**src/rtl/srt_pkg.sv**
```systemverilog
// Package with command, status and payload types for the sorted record table.
package srt_pkg;

	localparam int KEY_W   = 34;
	localparam int SCORE_W = 7;
	localparam int PACK_W  = 5 * SCORE_W;
	localparam int LIST_MAX = 16;
	localparam logic [SCORE_W-1:0] SCORE_MAX = 7'd100;

	typedef enum logic [1:0] {
		CMD_INSERT = 2'd0,
		CMD_LOOKUP = 2'd1,
		CMD_UPDATE = 2'd2,
		CMD_LIST   = 2'd3
	} cmd_t;

	typedef enum logic [1:0] {
		ST_OK       = 2'd0,
		ST_NOTFOUND = 2'd1,
		ST_FULL     = 2'd2
	} status_t;

	typedef enum logic [3:0] {
		S_IDLE,
		S_INS_RD,
		S_INS_CMP,
		S_LB_RD,
		S_LB_CMP,
		S_CHK_RD,
		S_CHK_CMP,
		S_RM_RD,
		S_RM_WR,
		S_LST_RD,
		S_LST_OUT,
		S_EMIT
	} state_t;

	typedef struct packed {
		logic [1:0]         cmd;
		logic [KEY_W-1:0]   key;
		logic [KEY_W-1:0]   new_key;
		logic [SCORE_W-1:0] score_a;
		logic [SCORE_W-1:0] score_b;
		logic [SCORE_W-1:0] score_c;
		logic [SCORE_W-1:0] score_d;
		logic [SCORE_W-1:0] score_e;
	} req_t;

	typedef struct packed {
		logic [1:0]         status;
		logic [3:0]         position;
		logic [KEY_W-1:0]   found_key;
		logic [SCORE_W-1:0] out_a;
		logic [SCORE_W-1:0] out_b;
		logic [SCORE_W-1:0] out_c;
		logic [SCORE_W-1:0] out_d;
		logic [SCORE_W-1:0] out_e;
		logic               last;
	} rsp_t;

	function automatic logic [SCORE_W-1:0] clamp_score(input logic [SCORE_W-1:0] v);
		clamp_score = (v > SCORE_MAX) ? SCORE_MAX : v;
	endfunction

endpackage

```
**src/rtl/srt_ram.sv**
```systemverilog
// Generic single-write, single-read RAM with registered read data.
module srt_ram #(
	parameter int WIDTH = 34,
	parameter int DEPTH = 16
) (
	input  logic                     clk,
	input  logic                     we,
	input  logic [$clog2(DEPTH)-1:0] waddr,
	input  logic [WIDTH-1:0]         wdata,
	input  logic [$clog2(DEPTH)-1:0] raddr,
	output logic [WIDTH-1:0]         rdata
);

	logic [WIDTH-1:0] mem [DEPTH];

	// Write port and registered read port
	always_ff @(posedge clk) begin
		if (we) begin
			mem[waddr] <= wdata;
		end
		rdata <= mem[raddr];
	end

endmodule

```
**src/rtl/sorted_record_table_top.sv**
```systemverilog
// Top level of the sorted record table: sequencer around key and score RAMs.
//
// Usage: one request channel (req_valid/req_ready/req) carries commands:
// insert, lookup, update and list. One response channel (rsp_valid/
// rsp_ready/rsp) returns results; every command gives one result except
// list, which gives one result per stored record (at most sixteen, or one
// not-found result when empty), the final one marked by last. Records sit
// in two RAMs in ascending key order. Steps, built on the registered read:
//   lookup: binary search for the lower bound, then a read to check the key.
//   insert: each record with a larger key moves up one slot, top down,
//           then the new record is written into the freed slot.
//   update: lookup, then each record after the hit moves down, then insert.
//   list: one read per record.
// One command is in work at a time; req_ready is high only when idle. The
// response register holds its transaction while rsp_ready is low, and the
// sequencer waits for it before loading the next result.
// Reset empties the table (entry count zero); the RAM contents are not
// cleared since only entries below the count are read.
module sorted_record_table_top #(
	parameter int CAPACITY = 16
) (
	input  logic           clk,
	input  logic           arst_n,
	input  logic           req_valid,
	output logic           req_ready,
	input  srt_pkg::req_t  req,
	output logic           rsp_valid,
	input  logic           rsp_ready,
	output srt_pkg::rsp_t  rsp
);

	localparam int AW = $clog2(CAPACITY);
	localparam int CW = $clog2(CAPACITY + 1);

	srt_pkg::state_t state_q, state_d;

	logic [1:0]                   cmd_q;
	logic [srt_pkg::KEY_W-1:0]    key_q;
	logic [srt_pkg::KEY_W-1:0]    nkey_q;
	logic [srt_pkg::PACK_W-1:0]   packed_q;
	logic [CW-1:0]                count_q;
	logic [CW-1:0]                i_q;
	logic [CW-1:0]                lo_q;
	logic [CW-1:0]                hi_q;
	logic [CW-1:0]                mid_q;
	logic [CW-1:0]                idx_q;
	logic [CW-1:0]                j_q;
	srt_pkg::rsp_t                res_q;
	srt_pkg::rsp_t                out_q;
	logic                         out_valid_q;

	logic [srt_pkg::KEY_W-1:0]    k_sel;
	logic [CW-1:0]                mid;
	logic [CW:0]                  idx_nx;
	logic                         slot_free;
	logic                         full;
	logic                         list_last;
	logic                         ram_we;
	logic [AW-1:0]                waddr;
	logic [AW-1:0]                raddr;
	logic [srt_pkg::KEY_W-1:0]    wkey;
	logic [srt_pkg::PACK_W-1:0]   wscore;
	logic [srt_pkg::KEY_W-1:0]    rd_key;
	logic [srt_pkg::PACK_W-1:0]   rd_score;
	logic                         accept;

	srt_ram #(.WIDTH(srt_pkg::KEY_W), .DEPTH(CAPACITY)) u_key_ram (
		.clk(clk), .we(ram_we), .waddr(waddr), .wdata(wkey),
		.raddr(raddr), .rdata(rd_key)
	);

	srt_ram #(.WIDTH(srt_pkg::PACK_W), .DEPTH(CAPACITY)) u_score_ram (
		.clk(clk), .we(ram_we), .waddr(waddr), .wdata(wscore),
		.raddr(raddr), .rdata(rd_score)
	);

	// Shared decode
	assign accept    = req_valid && req_ready;
	assign req_ready = (state_q == srt_pkg::S_IDLE);
	assign rsp_valid = out_valid_q;
	assign rsp       = out_q;
	assign slot_free = !out_valid_q || rsp_ready;
	assign full      = (count_q == CW'(CAPACITY));
	assign k_sel     = (cmd_q == srt_pkg::CMD_UPDATE) ? nkey_q : key_q;
	assign mid       = lo_q + ((hi_q - lo_q) >> 1);
	assign idx_nx    = {1'b0, idx_q} + (CW + 1)'(1);
	assign list_last = (({1'b0, j_q} + (CW + 1)'(1)) == {1'b0, count_q}) ||
		(32'(j_q) == 32'(srt_pkg::LIST_MAX - 1));

	// Next state
	always_comb begin
		state_d = state_q;
		case (state_q)
			srt_pkg::S_IDLE: begin
				if (accept) begin
					case (req.cmd)
						srt_pkg::CMD_INSERT: state_d = full ? srt_pkg::S_EMIT : srt_pkg::S_INS_RD;
						srt_pkg::CMD_LIST:   state_d = (count_q == '0) ? srt_pkg::S_EMIT
							: srt_pkg::S_LST_RD;
						default:             state_d = srt_pkg::S_LB_RD;
					endcase
				end
			end
			srt_pkg::S_INS_RD:  state_d = (i_q == '0) ? srt_pkg::S_EMIT : srt_pkg::S_INS_CMP;
			srt_pkg::S_INS_CMP: state_d = (rd_key > k_sel) ? srt_pkg::S_INS_RD : srt_pkg::S_EMIT;
			srt_pkg::S_LB_RD:   state_d = (lo_q < hi_q) ? srt_pkg::S_LB_CMP : srt_pkg::S_CHK_RD;
			srt_pkg::S_LB_CMP:  state_d = srt_pkg::S_LB_RD;
			srt_pkg::S_CHK_RD:  state_d = (lo_q >= count_q) ? srt_pkg::S_EMIT : srt_pkg::S_CHK_CMP;
			srt_pkg::S_CHK_CMP: begin
				if (rd_key != key_q || cmd_q == srt_pkg::CMD_LOOKUP) begin
					state_d = srt_pkg::S_EMIT;
				end else begin
					state_d = srt_pkg::S_RM_RD;
				end
			end
			srt_pkg::S_RM_RD:   state_d = (idx_nx < {1'b0, count_q}) ? srt_pkg::S_RM_WR
				: srt_pkg::S_INS_RD;
			srt_pkg::S_RM_WR:   state_d = srt_pkg::S_RM_RD;
			srt_pkg::S_LST_RD:  state_d = srt_pkg::S_LST_OUT;
			srt_pkg::S_LST_OUT: begin
				if (slot_free) begin
					state_d = list_last ? srt_pkg::S_IDLE : srt_pkg::S_LST_RD;
				end
			end
			srt_pkg::S_EMIT:    state_d = slot_free ? srt_pkg::S_IDLE : srt_pkg::S_EMIT;
			default:            state_d = srt_pkg::S_IDLE;
		endcase
	end

	// RAM port control
	always_comb begin
		ram_we = 1'b0;
		waddr  = i_q[AW-1:0];
		wkey   = k_sel;
		wscore = packed_q;
		raddr  = '0;
		case (state_q)
			srt_pkg::S_INS_RD: begin
				if (i_q == '0) begin
					ram_we = 1'b1;
				end
				raddr = AW'(i_q - CW'(1));
			end
			srt_pkg::S_INS_CMP: begin
				ram_we = 1'b1;
				if (rd_key > k_sel) begin
					wkey   = rd_key;
					wscore = rd_score;
				end
			end
			srt_pkg::S_LB_RD:  raddr = mid[AW-1:0];
			srt_pkg::S_CHK_RD: raddr = lo_q[AW-1:0];
			srt_pkg::S_RM_RD:  raddr = idx_nx[AW-1:0];
			srt_pkg::S_RM_WR: begin
				ram_we = 1'b1;
				waddr  = idx_q[AW-1:0];
				wkey   = rd_key;
				wscore = rd_score;
			end
			srt_pkg::S_LST_RD:  raddr = j_q[AW-1:0];
			srt_pkg::S_LST_OUT: raddr = j_q[AW-1:0];
			default: ;
		endcase
	end

	// Control registers
	always_ff @(posedge clk or negedge arst_n) begin
		if (!arst_n) begin
			state_q     <= srt_pkg::S_IDLE;
			count_q     <= '0;
			out_valid_q <= 1'b0;
		end else begin
			state_q <= state_d;
			if ((state_q == srt_pkg::S_EMIT || state_q == srt_pkg::S_LST_OUT) && slot_free) begin
				out_valid_q <= 1'b1;
			end else if (out_valid_q && rsp_ready) begin
				out_valid_q <= 1'b0;
			end
			if ((state_q == srt_pkg::S_INS_RD && i_q == '0) ||
				(state_q == srt_pkg::S_INS_CMP && !(rd_key > k_sel))) begin
				count_q <= count_q + CW'(1);
			end
			if (state_q == srt_pkg::S_RM_RD && !(idx_nx < {1'b0, count_q})) begin
				count_q <= count_q - CW'(1);
			end
		end
	end

	// Datapath registers
	always_ff @(posedge clk) begin
		if (accept) begin
			cmd_q    <= req.cmd;
			key_q    <= req.key;
			nkey_q   <= req.new_key;
			packed_q <= {srt_pkg::clamp_score(req.score_e), srt_pkg::clamp_score(req.score_d),
				srt_pkg::clamp_score(req.score_c), srt_pkg::clamp_score(req.score_b),
				srt_pkg::clamp_score(req.score_a)};
			i_q      <= count_q;
			lo_q     <= '0;
			hi_q     <= count_q;
			j_q      <= '0;
			res_q    <= '{
				status: (req.cmd == srt_pkg::CMD_INSERT && full) ? srt_pkg::ST_FULL
					: (req.cmd == srt_pkg::CMD_LIST) ? srt_pkg::ST_NOTFOUND : srt_pkg::ST_OK,
				position: '0, found_key: '0, out_a: '0, out_b: '0, out_c: '0,
				out_d: '0, out_e: '0, last: 1'b1};
		end
		case (state_q)
			srt_pkg::S_INS_RD: begin
				if (i_q == '0) begin
					res_q <= {srt_pkg::ST_OK, 4'd0, k_sel, packed_q[6:0], packed_q[13:7],
						packed_q[20:14], packed_q[27:21], packed_q[34:28], 1'b1};
				end
			end
			srt_pkg::S_INS_CMP: begin
				if (rd_key > k_sel) begin
					i_q <= i_q - CW'(1);
				end else begin
					res_q <= {srt_pkg::ST_OK, 4'(i_q), k_sel, packed_q[6:0], packed_q[13:7],
						packed_q[20:14], packed_q[27:21], packed_q[34:28], 1'b1};
				end
			end
			srt_pkg::S_LB_RD:  mid_q <= mid;
			srt_pkg::S_LB_CMP: begin
				if (rd_key < key_q) begin
					lo_q <= mid_q + CW'(1);
				end else begin
					hi_q <= mid_q;
				end
			end
			srt_pkg::S_CHK_RD: begin
				res_q.status <= srt_pkg::ST_NOTFOUND;
			end
			srt_pkg::S_CHK_CMP: begin
				idx_q <= lo_q;
				if (rd_key == key_q && cmd_q == srt_pkg::CMD_LOOKUP) begin
					res_q <= {srt_pkg::ST_OK, 4'(lo_q), rd_key, rd_score[6:0], rd_score[13:7],
						rd_score[20:14], rd_score[27:21], rd_score[34:28], 1'b1};
				end
			end
			srt_pkg::S_RM_RD: begin
				if (!(idx_nx < {1'b0, count_q})) begin
					i_q <= count_q - CW'(1);
				end
			end
			srt_pkg::S_RM_WR: idx_q <= idx_nx[CW-1:0];
			srt_pkg::S_LST_OUT: begin
				if (slot_free) begin
					out_q <= {srt_pkg::ST_OK, 4'(j_q), rd_key, rd_score[6:0], rd_score[13:7],
						rd_score[20:14], rd_score[27:21], rd_score[34:28], list_last};
					j_q   <= j_q + CW'(1);
				end
			end
			srt_pkg::S_EMIT: begin
				if (slot_free) begin
					out_q <= res_q;
				end
			end
			default: ;
		endcase
	end

`ifndef SYNTHESIS
	a_count_range: assert property (@(posedge clk) disable iff (!arst_n)
		count_q <= CW'(CAPACITY))
		else $error("entry count above capacity");

	a_full_status: assert property (@(posedge clk) disable iff (!arst_n)
		(state_q == srt_pkg::S_EMIT && slot_free && res_q.status == srt_pkg::ST_FULL)
		|-> full)
		else $error("full status with room in the table");

	a_busy_no_accept: assert property (@(posedge clk) disable iff (!arst_n)
		(state_q != srt_pkg::S_IDLE) |-> !req_ready)
		else $error("request taken while a command is in work");
`endif

endmodule
```
**config.mk**
```make
export PLATFORM = sky130hd
export DESIGN_NAME = sorted_record_table_top
export DESIGN_NICKNAME = d
export VERILOG_FILES = /design/src/rtl/srt_pkg.sv /design/src/rtl/srt_ram.sv /design/src/rtl/sorted_record_table_top.sv
export SDC_FILE = /design/constraint.sdc
export NUM_CORES = 2
export LEC_CHECK = 0
export BUFFER_PORTS_ARGS = -buffer_cell sky130_fd_sc_hd__buf_4
export CAP_MARGIN = 20
export CORE_AREA = 2 2 394 357
export CTS_CLUSTER_DIAMETER = 100
export DETAILED_ROUTE_END_ITERATION = 10
export DIE_AREA = 0 0 396 359
export GPL_TIMING_DRIVEN = 0
export SETUP_SLACK_MARGIN = 0.02
export SYNTH_ARGS = -nofsm -noshare
export SYNTH_HDL_FRONTEND = slang
export SYNTH_HIERARCHICAL = 1
export SYNTH_SLANG_ARGS = --single-unit
export TNS_END_PERCENT = 5
```
**constraint.sdc**
```tcl
create_clock -name clk -period 9.45 [get_ports clk]
set_input_delay 0.945 -clock clk [delete_from_list [all_inputs] [get_ports clk]]
set_output_delay 0.945 -clock clk [all_outputs]
set_load 0.1 [all_outputs]
```
==> out/qor.csv <==
stage;metric;value;unit
run_status;outcome;finished, final reports clean;
floorplan;io_pins;187;
worst_setup_path;rr_worst_depth;16;
clocking;cts_root_buf;clkbuf_16;
power;pwr_density_cell;370.8;nW/um^2
power;power.leakage;23.64;nW
timing;slew_viol_final;0;
yosys;synth-seq-cells;1470;
clocking;cts_buffers;153;
final_layout;final_common_cell;edfxtp_1;
yosys;synth_cell_types;73;
drt;vias;33280;
worst_setup_path;rr_startpoint;cmd_q[1];
yosys;synth.cell_area;59110;um^2
clocking;clock_path_buffers;3;
floorplan;dieWidth;396;um
drt;avgRoutedWirePerCell;28.53;um
yosys;synth_compound_area_share;6.193;%
final_layout;seqCellArea;42440;um^2
final_layout;multi_input_area;15610;um^2
worst_setup_path;crit_path_end_kind;flip-flop;
yosys;async_reset_ff_share;0.6803;%
final_layout;final_cell_mix;edfxtp_1 (1,295), buf_4 (227), mux4_2 (219);
worst_hold_path;hold_path_end;key_q[4];
drt;ant_nets;0;
yosys;yosysWarnings;6;
final_layout;drive_gt1_share;25.16;%
yosys;synth_top_family_by_area;multiplexers;
job;maxCapViolations;0;
worst_hold_path;hold_start;req[73];
final_layout;nNetsFinal;3940;
clocking;cts.sinks;1470;
timing;max_freq;145.9;MHz
place;hpwl;109.2;mm
worst_hold_path;min_path_cells;1;
worst_setup_path;crit_fanout;16;
timing;worst_hold_slack;302.0;ps
timing;final-setup-viol-count;0;
drt;route.detailed.drc;0;
final_layout;fill_cells;11220;
floorplan;core_area;138400;um^2
global_routing;grt_usage;22.72;%
timing;finalCriticalPeriod;6856;ps
floorplan;start_util;42.71;%
drt;drt-initial-drc-count;4432;
place;place_congestion;0.8867;
yosys;synth_flop_cell;edfxtp_1;
global_routing;overflow;0;
timing;hold_violations;0;
clocking;cts_tree;yes;
worst_setup_path;worstSetupPathType;reg -> reg;
clocking;clock_latency;820;ps
place;portBuffers;186;
timing;worst_slew_pin_slew;1121;ps
clocking;cts.htree.levels;4;
timing;timing.slew.headroom;25.29;%
timing;fin_setup_tns;0;ps
yosys;syn_nets;3494;
floorplan;core.rowCount;130;
drt;finalWirelength;163.0;mm
timing;rsz0062_at_grt;false;
final_layout;syn_to_final_growth;17.93;%
worst_setup_path;rrSetupSlack;2590;ps
yosys;synth_cells;3288;
power;p_total;25.85;mW
yosys;synth_mux_area_share;13.73;%
floorplan;die_height;359;um
power;peakVddDrop;0.0002615;V
yosys;synth_edf_count;1295;
floorplan;dieArea;142200;um^2
timing;fin_crit_sh;72.55;%
worst_hold_path;holdCritPathClass;in -> reg;
timing;skew;50.25;ps
worst_setup_path;startpoint_type;flip-flop;
global_routing;grt_pass1_wl;233.6;mm
yosys;synth-adder-area-share;2.078;%
worst_setup_path;crit_arrival;7290;ps
yosys;synth_simple_gate_area_share;3.600;%
drt;drt_pass1_iterations;6;
global_routing;grt_pass1_vias;32840;
global_routing;grt_antenna_before_repair;5;
drt;vias_per_cell;5.825;
worst_setup_path;r2r-end;u_key_ram/mem[10][1];
worst_setup_path;cp_data_required_time;9880;ps
yosys;avgSynthCellArea;17.98;um^2
clocking;clkTransAtPathRegs;60;ps
global_routing;grt_start_max_net_pins;65;
yosys;synth-xor-area-share;0.4148;%
yosys;synth_sequential_area_ratio;71.79;%
[worst max path at each step]
stage / start / to / slack (ps) / cells past startpoint
2_1_floorplan: state_q[0] / u_score_ram/mem[0][0] / 4420 / 9
3_3_place_gp: state_q[2] / u_score_ram/mem[8][15] / 200 / 7
3_5_place_dp: cmd_q[1] / u_key_ram/mem[6][14] / 2560 / 16
4_1_cts: cmd_q[1] / u_key_ram/mem[6][4] / 2500 / 16
5_1_grt: cmd_q[1] / u_key_ram/mem[9][2] / 2250 / 16
6_report: cmd_q[1] / u_key_ram/mem[10][1] / 2590 / 16
[logic make-up after synthesis]
| group | Yosys count |
|---|---|
| flip-flops | 1470 |
| AO/OA/AOI/OAI | 527 |
| AND/OR/NAND/NOR | 481 |
| multiplexers | 430 |
| buffers and inverters | 255 |
| adder cells (fa/ha/maj) | 97 |
| XOR/XNOR | 28 |
[flip-flops by register name, summed over array words and instances (netlist names)]
register / flops
rsp: 76
u_score_ram/rdata: 35
packed_q: 35
u_key_ram/rdata: 34
mid_q: 5
nkey_q: 34
cmd_q: 2
lo_q: 5
res_q: 76
state_q: 4
u_score_ram/mem: 560
i_q: 5
hi_q: 5
j_q: 5
key_q: 34
rsp_valid: 1
idx_q: 5
u_key_ram/mem: 544
count_q: 5
[worst max-delay path: stages (launching register included)]
cell and delay [ps]:
edfxtp_1 420, nand2b_1 90, buf_2 230, buf_1 480, mux2i_1 950, ha_1 280
nand4_1 170, nor4_1 540, buf_2 280, or3b_1 390, o31ai_1 280, o22ai_2 390
a21oi_2 330, buf_4 420, buf_6 270, nor2_1 60, a21oi_1 870
[where the power goes]
| group | switching (mW) | total [mW] | leakage [nW] | internal (mW) |
|---|---|---|---|---|
| Clock | 2.64 | 6.17 | 2.50 | 3.54 |
| Sequential | 0.491 | 9.15 | 13.2 | 8.66 |
| Combinational | 6.54 | 10.5 | 7.96 | 3.98 |
[cell usage after synthesis, types with 6 or more instances]
cell      instances  share of area (%)
o21a_1            6              0.076
nand3_1          17               0.14
edfxtp_1       1295                 66
buf_12           11               0.37
buf_4             7              0.089
a31oi_1          40               0.42
nand2b_1         16               0.17
nor2_1          163                1.0
a211oi_1          8               0.10
a21oi_1          76               0.64
o21ai_1           7              0.059
buf_2            46               0.39
xnor2_1          21               0.31
buf_6            10               0.19
dfxtp_1         165                5.6
nand4_1          15               0.16
and2_1           14               0.15
ha_1             95                2.0
dfrtp_1          10               0.42
o21ai_0          74               0.63
o311ai_0         36               0.53
buf_1            14              0.089
nor2b_1          19               0.20
clkbuf_1         98               0.62
a221oi_1         37               0.55
xor2_1            7               0.10
inv_1            68               0.43
mux2_2          115                2.2
mux4_2          219                8.3
a21o_1           21               0.27
nor3_1           24               0.20
mux2i_1          39               0.66
mux4_1           57                2.5
nand2_1         183                1.2
a22oi_1         178                2.3
[layout make-up]
cell class,count,share of cell area [%]
flip-flops and latches,1470,60.88
multi-input cells,1563,22.39
clock buffers,213,6.059
repair buffers,291,4.074
well taps,1848,3.317
plain buffers,186,1.490
clock inverters,72,1.414
inverters,69,0.3787
diodes,1,0.003590
[what timing repair did]
action | in CTS | in global routing
gates resized for setup | 0 | 0
endpoints found under the hold margin | 10 | 0
buffers inserted | 0 | 0
hold buffers | 1 | 0
endpoints found under the setup margin | 0 | 0
[per-stage QoR]
stage,setup WS (ps),std cells,area (um^2),util [%]
after detailed placement,2558,5398,64260,46.42
after floorplan,4419,3288,59110,-
after global placement,200.3,5322,62820,45.39
final,2594,5713,69710,50.36
after global routing,2245,5712,69710,50.36
after CTS,2498,5684,69480,50.20
[layer usage]
layer	vias up	global-route usage, %	part of all wire, %
li1	14250	-	-
met1	17320	33.75	44
met2	1514	33.60	45
met3	190	5.520	9.1
met4	2	5.830	1.8
met5	-	0	0.0086
Power figures use the tool's default switching activity.
